$ cat src/design/bdeg_pkg.sv
`default_nettype none

package bdeg_pkg;

  typedef enum logic [1:0] {
    EV_NONE    = 2'd0,
    EV_PRESS   = 2'd1,
    EV_RELEASE = 2'd2,
    EV_HOLD    = 2'd3
  } event_e;

  typedef enum logic [1:0] {
    REG_DEBOUNCE    = 2'd0,
    REG_FIRST_HOLD  = 2'd1,
    REG_REPEAT_HOLD = 2'd2
  } cfg_reg_e;

  localparam int unsigned CfgWidth   = 16;
  localparam int unsigned CfgIdxW    = 2;
  localparam int unsigned TicksWidth = 24;

  localparam logic [CfgWidth-1:0] DebounceRst    = 16'd20;
  localparam logic [CfgWidth-1:0] FirstHoldRst   = 16'd400;
  localparam logic [CfgWidth-1:0] RepeatHoldRst  = 16'd80;

endpackage

`default_nettype wire

$ cat src/design/button_debounce_event_generator.sv
// Debouncer and event generator for one active-low push button.
// Input channel (in_valid_i/in_ready_o): one word per millisecond tick carrying
// the raw pin level (0 = pressed). Output channel (out_valid_o/out_ready_i):
// exactly one word per input word with event code (none/press/release/hold),
// click and hold_fire pulses, debounced state and pressed duration.
// Config: cfg_we_i writes register cfg_idx_i at the clock edge: 0 debounce,
// 1 first hold, 2 repeat hold (16 bits each); index 3 is ignored. Write only
// while no word is in flight.
// The result word is registered and presented in the cycle after the input
// word is taken. Throughput: one word per cycle unless the receiver stalls;
// all per-tick work is one layer of counter increment, subtract and compare
// between the state registers and the output register.
// Stall: the output register holds while out_ready_i is low; a new input word
// is taken in the same cycle the held word leaves, so in_ready_o drops only
// while a word waits and the receiver is stalled.
// Reset: released state, counters zero, registers at 20/400/80, no word held.
`default_nettype none

module button_debounce_event_generator #(
  parameter int unsigned COUNT_WIDTH = 24
) (
  input  wire logic                                 clk_i,
  input  wire logic                                 rst_ni,
  input  wire logic                                 cfg_we_i,
  input  wire logic [bdeg_pkg::CfgIdxW-1:0]         cfg_idx_i,
  input  wire logic [bdeg_pkg::CfgWidth-1:0]        cfg_wdata_i,
  input  wire logic                                 in_valid_i,
  output logic                                      in_ready_o,
  input  wire logic                                 pin_level_i,
  output logic                                      out_valid_o,
  input  wire logic                                 out_ready_i,
  output logic [1:0]                                event_code_o,
  output logic                                      click_o,
  output logic                                      hold_fire_o,
  output logic                                      pressed_o,
  output logic [bdeg_pkg::TicksWidth-1:0]           pressed_ticks_o
);

  localparam int unsigned CmpW = (COUNT_WIDTH > bdeg_pkg::CfgWidth) ?
                                 COUNT_WIDTH : bdeg_pkg::CfgWidth;
  localparam logic [COUNT_WIDTH-1:0] CntMax = {COUNT_WIDTH{1'b1}};

  // configuration
  logic [bdeg_pkg::CfgWidth-1:0] debounce_q, first_hold_q, repeat_hold_q;

  always_ff @(posedge clk_i or negedge rst_ni) begin
    if (!rst_ni) begin
      debounce_q    <= bdeg_pkg::DebounceRst;
      first_hold_q  <= bdeg_pkg::FirstHoldRst;
      repeat_hold_q <= bdeg_pkg::RepeatHoldRst;
    end else if (cfg_we_i) begin
      unique case (cfg_idx_i)
        bdeg_pkg::REG_DEBOUNCE:    debounce_q    <= cfg_wdata_i;
        bdeg_pkg::REG_FIRST_HOLD:  first_hold_q  <= cfg_wdata_i;
        bdeg_pkg::REG_REPEAT_HOLD: repeat_hold_q <= cfg_wdata_i;
        default: ;
      endcase
    end
  end

  // tick state
  logic                     raw_prev_q, raw_prev_d;
  logic                     stable_q, stable_d;
  logic [COUNT_WIDTH-1:0]   steady_q, steady_d;
  logic [COUNT_WIDTH-1:0]   press_q, press_d;
  logic [COUNT_WIDTH-1:0]   reported_q, reported_d;
  logic                     phase_q, phase_d;
  bdeg_pkg::event_e         last_ev_q, last_ev_d;

  logic                     in_fire;
  logic [COUNT_WIDTH-1:0]   steady_inc, press_inc, cur, diff;
  logic [bdeg_pkg::CfgWidth-1:0] thr;
  bdeg_pkg::event_e         ev;
  logic                     click, hold;

  assign in_fire = in_valid_i && in_ready_o;

  always_comb begin
    steady_inc = (steady_q == CntMax) ? steady_q : steady_q + COUNT_WIDTH'(1);
    press_inc  = (press_q == CntMax) ? press_q : press_q + COUNT_WIDTH'(1);
    thr        = phase_q ? repeat_hold_q : first_hold_q;

    raw_prev_d = raw_prev_q;
    stable_d   = stable_q;
    steady_d   = steady_inc;
    press_d    = press_inc;
    if (pin_level_i != raw_prev_q) begin
      raw_prev_d = pin_level_i;
      steady_d   = '0;
    end else if (pin_level_i != stable_q) begin
      if (CmpW'(steady_inc) > CmpW'(debounce_q)) begin
        stable_d = pin_level_i;
        press_d  = COUNT_WIDTH'(1);
      end
    end

    cur  = stable_d ? '0 : press_d;
    diff = cur - reported_q;

    ev         = bdeg_pkg::EV_NONE;
    reported_d = reported_q;
    phase_d    = phase_q;
    if (reported_q != cur) begin
      if (cur == '0) begin
        ev         = bdeg_pkg::EV_RELEASE;
        reported_d = cur;
        phase_d    = 1'b0;
      end else if (reported_q == '0) begin
        ev         = bdeg_pkg::EV_PRESS;
        reported_d = cur;
        phase_d    = 1'b0;
      end else if (cur > reported_q && CmpW'(diff) > CmpW'(thr)) begin
        ev         = bdeg_pkg::EV_HOLD;
        reported_d = cur;
        phase_d    = 1'b1;
      end
    end

    click     = (ev == bdeg_pkg::EV_RELEASE) && (last_ev_q == bdeg_pkg::EV_PRESS);
    hold      = (ev == bdeg_pkg::EV_HOLD);
    last_ev_d = (ev == bdeg_pkg::EV_NONE) ? last_ev_q : ev;
  end

  always_ff @(posedge clk_i or negedge rst_ni) begin
    if (!rst_ni) begin
      raw_prev_q <= 1'b1;
      stable_q   <= 1'b1;
      steady_q   <= '0;
      press_q    <= '0;
      reported_q <= '0;
      phase_q    <= 1'b0;
      last_ev_q  <= bdeg_pkg::EV_NONE;
    end else if (in_fire) begin
      raw_prev_q <= raw_prev_d;
      stable_q   <= stable_d;
      steady_q   <= steady_d;
      press_q    <= press_d;
      reported_q <= reported_d;
      phase_q    <= phase_d;
      last_ev_q  <= last_ev_d;
    end
  end

  // output register
  logic                            out_valid_q, out_valid_d;
  bdeg_pkg::event_e                ev_q;
  logic                            click_q, hold_q, pressed_q;
  logic [bdeg_pkg::TicksWidth-1:0] ticks_q, ticks_d;

  generate
    if (COUNT_WIDTH >= bdeg_pkg::TicksWidth) begin : g_ticks_trunc
      assign ticks_d = cur[bdeg_pkg::TicksWidth-1:0];
    end else begin : g_ticks_ext
      assign ticks_d = bdeg_pkg::TicksWidth'(cur);
    end
  endgenerate

  assign in_ready_o  = !out_valid_q || out_ready_i;
  assign out_valid_d = in_fire || (out_valid_q && !out_ready_i);

  always_ff @(posedge clk_i or negedge rst_ni) begin
    if (!rst_ni) begin
      out_valid_q <= 1'b0;
    end else begin
      out_valid_q <= out_valid_d;
    end
  end

  always_ff @(posedge clk_i) begin
    if (in_fire) begin
      ev_q      <= ev;
      click_q   <= click;
      hold_q    <= hold;
      pressed_q <= !stable_d;
      ticks_q   <= ticks_d;
    end
  end

  assign out_valid_o     = out_valid_q;
  assign event_code_o    = ev_q;
  assign click_o         = click_q;
  assign hold_fire_o     = hold_q;
  assign pressed_o       = pressed_q;
  assign pressed_ticks_o = ticks_q;

  // released state always has reported the zero duration
  a_released_reported: assert property (@(posedge clk_i) disable iff (!rst_ni)
    stable_q |-> (reported_q == '0))
    else $error("reported duration nonzero while released");

  a_click_on_release: assert property (@(posedge clk_i) disable iff (!rst_ni)
    (out_valid_o && click_o) |-> (event_code_o == bdeg_pkg::EV_RELEASE))
    else $error("click without release event");

  a_hold_pulse: assert property (@(posedge clk_i) disable iff (!rst_ni)
    out_valid_o |-> (hold_fire_o == (event_code_o == bdeg_pkg::EV_HOLD)))
    else $error("hold_fire does not match hold event");

  a_ticks_released: assert property (@(posedge clk_i) disable iff (!rst_ni)
    (out_valid_o && !pressed_o) |-> (pressed_ticks_o == '0))
    else $error("nonzero duration while released");

  a_stall_only_when_full: assert property (@(posedge clk_i) disable iff (!rst_ni)
    !in_ready_o |-> (out_valid_o && !out_ready_i))
    else $error("input blocked without a stalled word");

endmodule

`default_nettype wire
$ cat config.mk
export PLATFORM = sky130hd
export DESIGN_NAME = button_debounce_event_generator
export DESIGN_NICKNAME = d
export VERILOG_FILES = /design/src/design/bdeg_pkg.sv /design/src/design/button_debounce_event_generator.sv
export SDC_FILE = /design/constraint.sdc
export NUM_CORES = 1
export LEC_CHECK = 0
export ABC_AREA = 1
export BUFFER_PORTS_ARGS = -buffer_cell sky130_fd_sc_hd__buf_2
export CORE_MARGIN = 5
export CORE_UTILIZATION = 47
export CTS_BUF_LIST = sky130_fd_sc_hd__clkbuf_2 sky130_fd_sc_hd__clkbuf_4 sky130_fd_sc_hd__clkbuf_8
export CTS_CLUSTER_DIAMETER = 50
export DETAILED_ROUTE_END_ITERATION = 6
export HOLD_SLACK_MARGIN = 0.05
export PLACE_DENSITY = 0.74
export SLEW_MARGIN = 10
export SYNTH_ARGS = -nofsm -noshare
export SYNTH_HDL_FRONTEND = slang
export SYNTH_SLANG_ARGS = --single-unit
$ cat constraint.sdc
create_clock -name clk_i -period 5.79 [get_ports clk_i]
set_input_delay 0.2895 -clock clk_i [delete_from_list [all_inputs] [get_ports clk_i]]
set_output_delay 0.2895 -clock clk_i [all_outputs]
set_load 0.005 [all_outputs]
* Word level (Yosys, flattened, before mapping) *
Cells that the tools add are included.

storage, ports and cells
  input port bits = 24
  register bits after elaboration = 155
  output and inout port bits = 31

operators by class
  muxes and demuxes = 21
  order comparisons = 3
  equality and inequality tests = 10
  $add $sub $neg = 3
  reductions and logical operators = 20
  bitwise operators = 1

operators by type and width
  operator                                       count
  2-to-1 mux 24 bit                              10
  adder 24 x 1 -> 24 bit, second input constant  2
  == test 24 bit, second input constant          2
  > comparator 24 x 16 -> 1 bit                  2
  zero test 24 bit                               2
  > comparator 24 bit                            1
  inequality test 24 bit                         1
  subtractor 24 bit                              1
  2-to-1 mux 16 bit                              1
  AND reduction 2 bit                            5
  2-to-1 mux 2 bit                               4
  == test 2 bit, second input constant           3
  2-to-1 mux 1 bit                               6
  == test 2 x 1 -> 1 bit, second input constant  2
  logical AND 1 bit                              4
  zero test 2 bit                                2
  zero test 1 bit                                3
  AND reduction 3 bit                            1
  nonzero test 3 bit                             1
  logical OR 1 bit                               2
  inequality test 1 bit                          2
  inverter 1 bit                                 1

* Depth between registers and ports, before layout *
Gate-level depths: netlist of run 1.

  depth in word-level cells = 17
  depth in mapped cells = 54
  mapped depth without buffers = 54

* Least setup slack after synthesis of run 1 *
Ideal clock, no wire load.

  kind = register -> register
  start = register steady_q[0]
  end = register phase_q
  path slack = -444 ps
  arrival time = 6120 ps
  buffers on the path = 2
  stages on the path, launching flop included = 51
  data required time = 5676 ps
  cell sequence = dfrtp_1 ha_1 nand2_2 nor2_2 nand2_2 nor3_1 nand2_1 inv_1 nor3_1 nand2_1 nor2_1 nand2_1 xor2_1 ha_1 nand2_1 nor4_1 nand3_1 nand2_1 (+15 left out) nand2_1 xor2_1 ha_1 nand2_1 nor2_1 a211oi_1 o221ai_1 a21oi_1 a31oi_1 nor2_1 nand3_1 nor2_1 nand3_2 nand3_4 nand2_4 buf_8 nor2_2 nor2_2

between the ends
  longest elaborated chain between the ends = 12
  elaborated cells between the ends (all ways) = 20
  classes of those cells = add/sub (2); order compare (3); eq/ne (2); mux (9); reduce/logical (4)

ends and longest elaborated chain
  item                                                             RTL line                                RTL
  from (decl)                                                      button_debounce_event_generator.sv:64   logic [COUNT_WIDTH-1:0] steady_q, steady_d;
  from (signal assigned)                                           button_debounce_event_generator.sv:136  steady_q <= steady_d;
  adder 24 x 1 -> 24 bit / == test 24 bit (equally long branches)  button_debounce_event_generator.sv:79   steady_inc = (steady_q == CntMax) ? steady_q : steady_q + COUNT_WIDTH'(1);
  2-to-1 mux 24 bit *                                              button_debounce_event_generator.sv:79
  > comparator 24 x 16 -> 1 bit *                                  button_debounce_event_generator.sv:91   if (CmpW'(steady_inc) > CmpW'(debounce_q)) begin
  2-to-1 mux 24 bit / 2-to-1 mux 1 bit (equally long branches)     button_debounce_event_generator.sv:91
  2-to-1 mux 24 bit / 2-to-1 mux 1 bit (equally long branches)     button_debounce_event_generator.sv:90   end else if (pin_level_i != stable_q) begin
  2-to-1 mux 24 bit / 2-to-1 mux 1 bit (equally long branches)     button_debounce_event_generator.sv:87   if (pin_level_i != raw_prev_q) begin
  2-to-1 mux 24 bit *                                              button_debounce_event_generator.sv:97   cur = stable_d ? '0 : press_d;
  named net cur[4]                                                 button_debounce_event_generator.sv:71   logic [COUNT_WIDTH-1:0] steady_inc, press_inc, cur, diff;
  subtractor 24 bit                                                button_debounce_event_generator.sv:98   diff = cur - reported_q;
  > comparator 24 x 16 -> 1 bit                                    button_debounce_event_generator.sv:112  end else if (cur > reported_q && CmpW'(diff) > CmpW'(thr)) begin
  logical AND 1 bit                                                button_debounce_event_generator.sv:112
  nonzero test 3 bit (no source line)                              -
  AND reduction 3 bit (no source line)                             -
  to (signal assigned)                                             button_debounce_event_generator.sv:139  phase_q <= phase_d;
  to (decl)                                                        button_debounce_event_generator.sv:67   logic phase_q, phase_d;

The timed path passes the listed nets; every way through them passes the cells marked *.
A chain may end at the register's enable or synchronous reset.

* Worst setup path in the final report of run 1 *
  start = register steady_q[1]
  end = register reported_q[14]

between the ends
  longest elaborated chain between the ends = 12
  elaborated cells between the ends (all ways) = 22
  classes of those cells = add/sub (2); order compare (3); eq/ne (2); mux (11); reduce/logical (4)

ends and longest elaborated chain
  item                                                             RTL line                                RTL
  adder 24 x 1 -> 24 bit / == test 24 bit (equally long branches)  button_debounce_event_generator.sv:79
  2-to-1 mux 24 bit *                                              button_debounce_event_generator.sv:79
  > comparator 24 x 16 -> 1 bit *                                  button_debounce_event_generator.sv:91
  2-to-1 mux 24 bit / 2-to-1 mux 1 bit (equally long branches)     button_debounce_event_generator.sv:91
  2-to-1 mux 24 bit / 2-to-1 mux 1 bit (equally long branches)     button_debounce_event_generator.sv:90
  2-to-1 mux 24 bit / 2-to-1 mux 1 bit (equally long branches)     button_debounce_event_generator.sv:87
  2-to-1 mux 24 bit *                                              button_debounce_event_generator.sv:97
  named net cur[4]                                                 button_debounce_event_generator.sv:71
  subtractor 24 bit                                                button_debounce_event_generator.sv:98
  > comparator 24 x 16 -> 1 bit                                    button_debounce_event_generator.sv:112
  logical AND 1 bit                                                button_debounce_event_generator.sv:112
  nonzero test 3 bit (no source line)                              -
  AND reduction 3 bit (no source line)                             -
  to (signal assigned)                                             button_debounce_event_generator.sv:138  reported_q <= reported_d;
  to (decl)                                                        button_debounce_event_generator.sv:66   logic [COUNT_WIDTH-1:0] reported_q, reported_d;

The timed path passes the listed nets; every way through them passes the cells marked *. The select of a mux whose other input is x is not followed.

==> results of run 1 <==
[layer usage]
metal  track usage, %  vias up  share of wire [%]
met5                0        -                  0
met4             5.84        0                2.0
met3             3.45       51                4.3
met2             36.7      255                 48
met1             31.3     4451                 46
li1                 -     4687                  -
[report_power, final]
| group | total (mW) | leakage (nW) | switching [mW] | internal, mW |
|---|---|---|---|---|
| Clock | 0.827 | 0.195 | 0.473 | 0.355 |
| Combinational | 5.40 | 4.35 | 3.01 | 2.40 |
| Sequential | 1.48 | 1.93 | 0.138 | 1.34 |
| Total | 7.71 | 6.48 | 3.62 | 4.09 |
[cell type report]
cell class	count	area, sq um
sequential	155	4040
clock inverter	15	156
fill	1747	7930
inverter	157	597
tap	275	344
timing repair inverter	1	8.76
multi-input combinational	941	5740
timing repair buffer	253	1850
clock buffer	17	234
[worst paths after layout]
kind                                    startpoint  slack (ns)  cells past startpoint                         end
max in group asynchronous                   rst_ni        4.00                      3   reported_q[1]$_DFFE_PN0P_
hold / removal                      cfg_wdata_i[2]        0.07                      3   debounce_q[2]$_DFFE_PN1P_
setup / recovery           steady_q[1]$_DFFE_PN0P_       -0.60                     49  reported_q[14]$_DFFE_PN0P_
min in group asynchronous                   rst_ni        0.44                      2         phase_q$_DFFE_PN0P_
hold reg to reg             raw_prev_q$_DFFE_PN1P_        0.49                      2      raw_prev_q$_DFFE_PN1P_
setup reg to reg           steady_q[1]$_DFFE_PN0P_       -0.60                     49  reported_q[14]$_DFFE_PN0P_
[cells in the final DEF (no fill, tap or decap), types with 29 or more instances in the layout]
master,count
nand2_1,316
ha_1,45
edfxtp_1,29
nor2_1,96
buf_4,188
nand2_2,44
inv_1,147
o21ai_0,100
a21oi_1,37
nand3_1,45
dfrtp_1,117
buf_2,53
[registers in the layout, indices dropped and copies added, names as in the netlist, 2 cells and up]
register and cells:
debounce_q 16, event_code_o 2, first_hold_q 16, last_ev_q 2
press_q 24, pressed_ticks_o 24, repeat_hold_q 16, reported_q 24
steady_q 24
[timing repair]
item	CTS	global route
resized for setup	48	60
hold endpoints to repair	59	0
pin swaps	4	29
endpoints found under the setup margin	31	31
hold buffers	4	0
gates cloned	2	1
setup buffers	7	7
[logic make-up (layout without fill, tap and decap cells)]
family / count (synthesis) / count (layout) / share of synthesized area, %
AOI/OAI and AO/OA: 214 / 214 / 12.3
xor gates and xnor gates: 39 / 39 / 3.44
adders and majority gates: 58 / 58 / 7.32
buffers and inverters: 184 / 443 / 7.52
DFF: 155 / 155 / 40.7
muxes: 17 / 17 / 1.73
and+or+nand+nor: 613 / 613 / 27.0
[critical path: cells and delay by family, from the launching register on]
kind | cells | cell delay, ns
and+or+nand+nor | 30 | 3.06
adders and majority gates | 4 | 1.05
DFF | 1 | 0.40
xor gates and xnor gates | 2 | 0.31
buffers and inverters | 5 | 0.43
AOI/OAI and AO/OA | 8 | 1.00
[through the flow]
step           hold slack (ns)  TNS, ns  cell area, sq um
2_1_floorplan         -0.00609    -1.20             10100
3_3_place_gp             0.419   -10.61             11900
3_5_place_dp             0.430   -16.94             11900
4_1_cts                 0.0616   -11.29             12600
5_1_grt                 0.0741   -29.30             13000
6_report                0.0716   -16.91             13000
==> results.yml, run 1 <==
clocking:
  clk_pin_slew_ns: 0.09
  cts_tree: "built"
  cts_num_sinks: 155
  htree_levels: 4
  cts_root_buffer: "clkbuf_8"
  worstSkewPairLatency_ns: 0.47
  cts.path.max_buffers: 2
  numCtsBuffers: 17
synthesis:
  synth_flop_cell: "dfrtp_1"
  syn_avg_cell_area_sq_um: 7.75
  synth_edf_count: 29
  seq_area_frac_synth_pct: 40.7
  syn_area_sq_um: 9920
  synth_largest_area_cell: "dfrtp_1"
  synth_top_area_share_pct: 29.5
  yosysMostFrequentCell: "nand2_1"
  synth_seq_cells: 155
  yosys_warnings: 0
  synth_area_leaders: "dfrtp_1, nand2_1, edfxtp_1"
  async_flop_share_pct: 81.3
  syn_inst: 1280
  syn_nets: 1362
  ys_types: 47
  ys_top_cells_by_count: "nand2_1, inv_1, dfrtp_1"
power_and_ir_drop:
  powerDensity_nw_per_um2: 595
  peakVddDrop_mv: 0.331
  power_mw: 7.71
  p_leak_nw: 6.48
routing:
  drt-pass1-iter-count: 5
  wl_per_cell_um: 15.3
  drcViolationCount: 0
  drt_iter0_drc: 679
  wl_um: 27800
  viasPerCell: 5.21
  antenna_left: 0
  via_count: 9444
setup_path:
  cpMaxStageDelayCell: "dfrtp_1"
  start_kind: "flip-flop"
  arrival_ns: 6.75
  critical_path.endpoint_type: "flip-flop"
  crit_fanout: 8
  critPathKind: "flip-flop to flip-flop"
  cp_slowest_stage_delay_ns: 0.40
  cp.required_ns: 6.14
  cpMostUsedCell: "nand2_2"
floorplanning:
  dieArea_sq_um: 24100
  die_w_um: 155
  die_h_um: 155
  core_area_sq_um: 20900
  io_pins: 55
  start_util_pct: 47.5
  fp-row-count: 53
timing:
  fmax_ghz: 0.156
  tightest_slew_ns: 1.07
  period_share_pct: 110
  relSlewSlack_pct: 28.4
  rsz0062_at_grt: "true"
  setup_ws_ns: -0.602
  finalHoldViolations: 0
  slew_viol_final: 0
  post-route-min-period_ns: 6.39
  setup_violations: 31
  finClkSkew_ns: 0.0172
final_layout:
  final_util_pct: 62.1
  drive_above_1_share_pct: 30.7
  area_delta_synth_final_pct: 30.7
  antenna_cells: 0
  fin_nets: 1608
  stdcell_count: 1814
global_route:
  grt_pass1_wl_um: 44100
  grt_pass1_vias: 9019
  grt_usage_pct: 22.4
  grt.overflow.total: 0
  grt_max_degree: 65
  antenna_found_initial: 0
run_status:
  status: "finished, violations left"
  violations: "setup timing"
hold_path:
  hold_class: "input pin to flip-flop"
placement:
  io_buffers: 54
  pre_cts_ws_ns: -0.591
  dp_cells: 1761
  gp_congestion: 0.935
  place_hpwl_um: 20000
job:
  cap_violations: 0
(Power assumes the default switching activity.)
==> inputs of run 2 (changes only) <==
BUFFER_PORTS_ARGS = -buffer_cell sky130_fd_sc_hd__buf_4   (was -buffer_cell sky130_fd_sc_hd__buf_2)
SETUP_SLACK_MARGIN = 0.4   (was default)
==> run 2 against run 1 <==
Net effect:
- the run still ends with setup timing left
- fmax fell by 0.33%
- combinational power rose by 5.2%
- clock-buffer cell count is the same
- core utilization rose by 0.87 points
- worst hold slack improved by 0.0087 ns
- first-iteration DRC count rose by 22%
- largest power group unchanged
==> results.yml, run 2 (synthesized netlist as in run 1, its figures left out) <==
timing:
  period_share_pct: 111
  setup_ws_ns: -0.623
  finalHoldViolations: 0
  setup_violations: 31
  relSlewSlack_pct: 27.3
  rsz0062_at_grt: "true"
  slew_viol_final: 0
  fmax_ghz: 0.156
  finClkSkew_ns: 0.0206
  post-route-min-period_ns: 6.41
  tightest_slew_ns: 1.09
global_route:
  antenna_found_initial: 0
  grt.overflow.total: 0
  grt_pass1_wl_um: 44100
  grt_max_degree: 68
  grt_usage_pct: 22.4
  grt_pass1_vias: 8880
setup_path:
  r2r_start: "steady_q[1]$_DFFE_PN0P_"
  crit_start: "steady_q[1]$_DFFE_PN0P_"
  critPathKind: "flip-flop to flip-flop"
  cpMostUsedCell: "nand2_2"
  crit_fanout: 7
  start_kind: "flip-flop"
  cp_slowest_stage_delay_ns: 0.41
  arrival_ns: 6.76
  cp.required_ns: 6.14
  critical_path.endpoint_type: "flip-flop"
  cpMaxStageDelayCell: "dfrtp_1"
final_layout:
  final_util_pct: 62.9
  final_common_cell: "nand2_1"
  final_cell_mix: "nand2_1, buf_4, inv_1"
  drive_above_1_share_pct: 31.0
  stdcell_count: 1818
  area_delta_synth_final_pct: 32.6
  final_cell_area_sq_um: 13100
  antenna_cells: 0
  fin_nets: 1612
clocking:
  cts_root_buffer: "clkbuf_8"
  cts_tree: "built"
  htree_levels: 4
  numCtsBuffers: 17
  clk_pin_slew_ns: 0.11
  worstSkewPairLatency_ns: 0.48
  cts.path.max_buffers: 2
  cts_num_sinks: 155
floorplanning:
  die_w_um: 155
  start_util_pct: 47.5
  dieArea_sq_um: 24100
  fp-row-count: 53
  core_area_sq_um: 20900
  die_h_um: 155
  io_pins: 55
placement:
  placed_area_sq_um: 12100
  place_hpwl_um: 20000
  io_buffers: 54
  dp_cells: 1767
  pre_cts_ws_ns: -0.597
  gp_congestion: 0.923
hold_path:
  worstHoldStart: "cfg_wdata_i[8]"
  hold_class: "input pin to flip-flop"
routing:
  antenna_left: 0
  wl_um: 27700
  wl_per_cell_um: 15.2
  drt-pass1-iter-count: 7
  drt_iter0_drc: 829
  drcViolationCount: 0
  via_count: 9489
  viasPerCell: 5.22
run_status:
  violations: "setup timing"
  status: "finished, violations left"
power_and_ir_drop:
  p_leak_nw: 6.57
  peakVddDrop_mv: 0.392
  powerDensity_nw_per_um2: 611
  power_mw: 8.03
job:
  cap_violations: 0
[run 2: through the flow]
stage | setup TNS [ns] | hold WS (ns)
final | -16.31 | 0.0803
after global routing | -26.25 | 0.0948
after CTS | -12.02 | 0.0625
after detailed placement | -17.51 | 0.432
after global placement | -12.45 | 0.425
after floorplan | -1.20 | -0.00609
[run 2: worst max-delay path, delay by kind of cell (launching register included)]
kind | cells | cell delay (ns)
fa+ha+maj | 4 | 1.00
buf+inv | 6 | 0.55
flops | 1 | 0.41
compound gates | 8 | 1.07
simple gates | 30 | 2.90
xor+xnor | 2 | 0.35
[run 2: cell type report]
type                       count  area [sq um]
clock buffer                  17           234
timing repair inverter         1          6.26
tap                          275           344
fill                        1702          7740
clock inverter                15           190
inverter                     157           597
timing repair buffer         256          2030
sequential                   155          4040
multi-input combinational    942          5710
[run 2: path summary, 6_finish.rpt]
kind | end | slack [ns] | cells after the start
worst min-delay path | first_hold_q[8]$_DFFE_PN1P_ | 0.08 | 3
worst min register to register | raw_prev_q$_DFFE_PN1P_ | 0.48 | 2
max in group asynchronous | steady_q[0]$_DFFE_PN0P_ | 4.01 | 3
worst max register to register | reported_q[3]$_DFFE_PN0P_ | -0.62 | 50
worst max-delay path | reported_q[3]$_DFFE_PN0P_ | -0.62 | 50
min in group asynchronous | last_ev_q[0]$_DFFE_PN0P_ | 0.41 | 2
[run 2: power by group]
group	leakage (nW)	switching [mW]	internal (mW)
registers	1.93	0.135	1.34
logic	4.42	3.10	2.58
clock network	0.216	0.503	0.373
[run 2: routing by layer]
metal,up-vias,global-route usage [%],share of wire [%]
met5,-,0,0
met4,0,4.71,1.5
met3,38,3.64,6.2
met2,314,36.3,47
met1,4434,32.0,45
li1,4703,-,-
[run 2: repair_timing]
action | CTS | global route
hold buffers | 3 | 0
cloned | 2 | 2
setup endpoints to repair | 31 | 31
pin swaps | 4 | 28
buffers inserted | 7 | 5
hold endpoints to repair | 59 | 0
resized for setup | 39 | 76
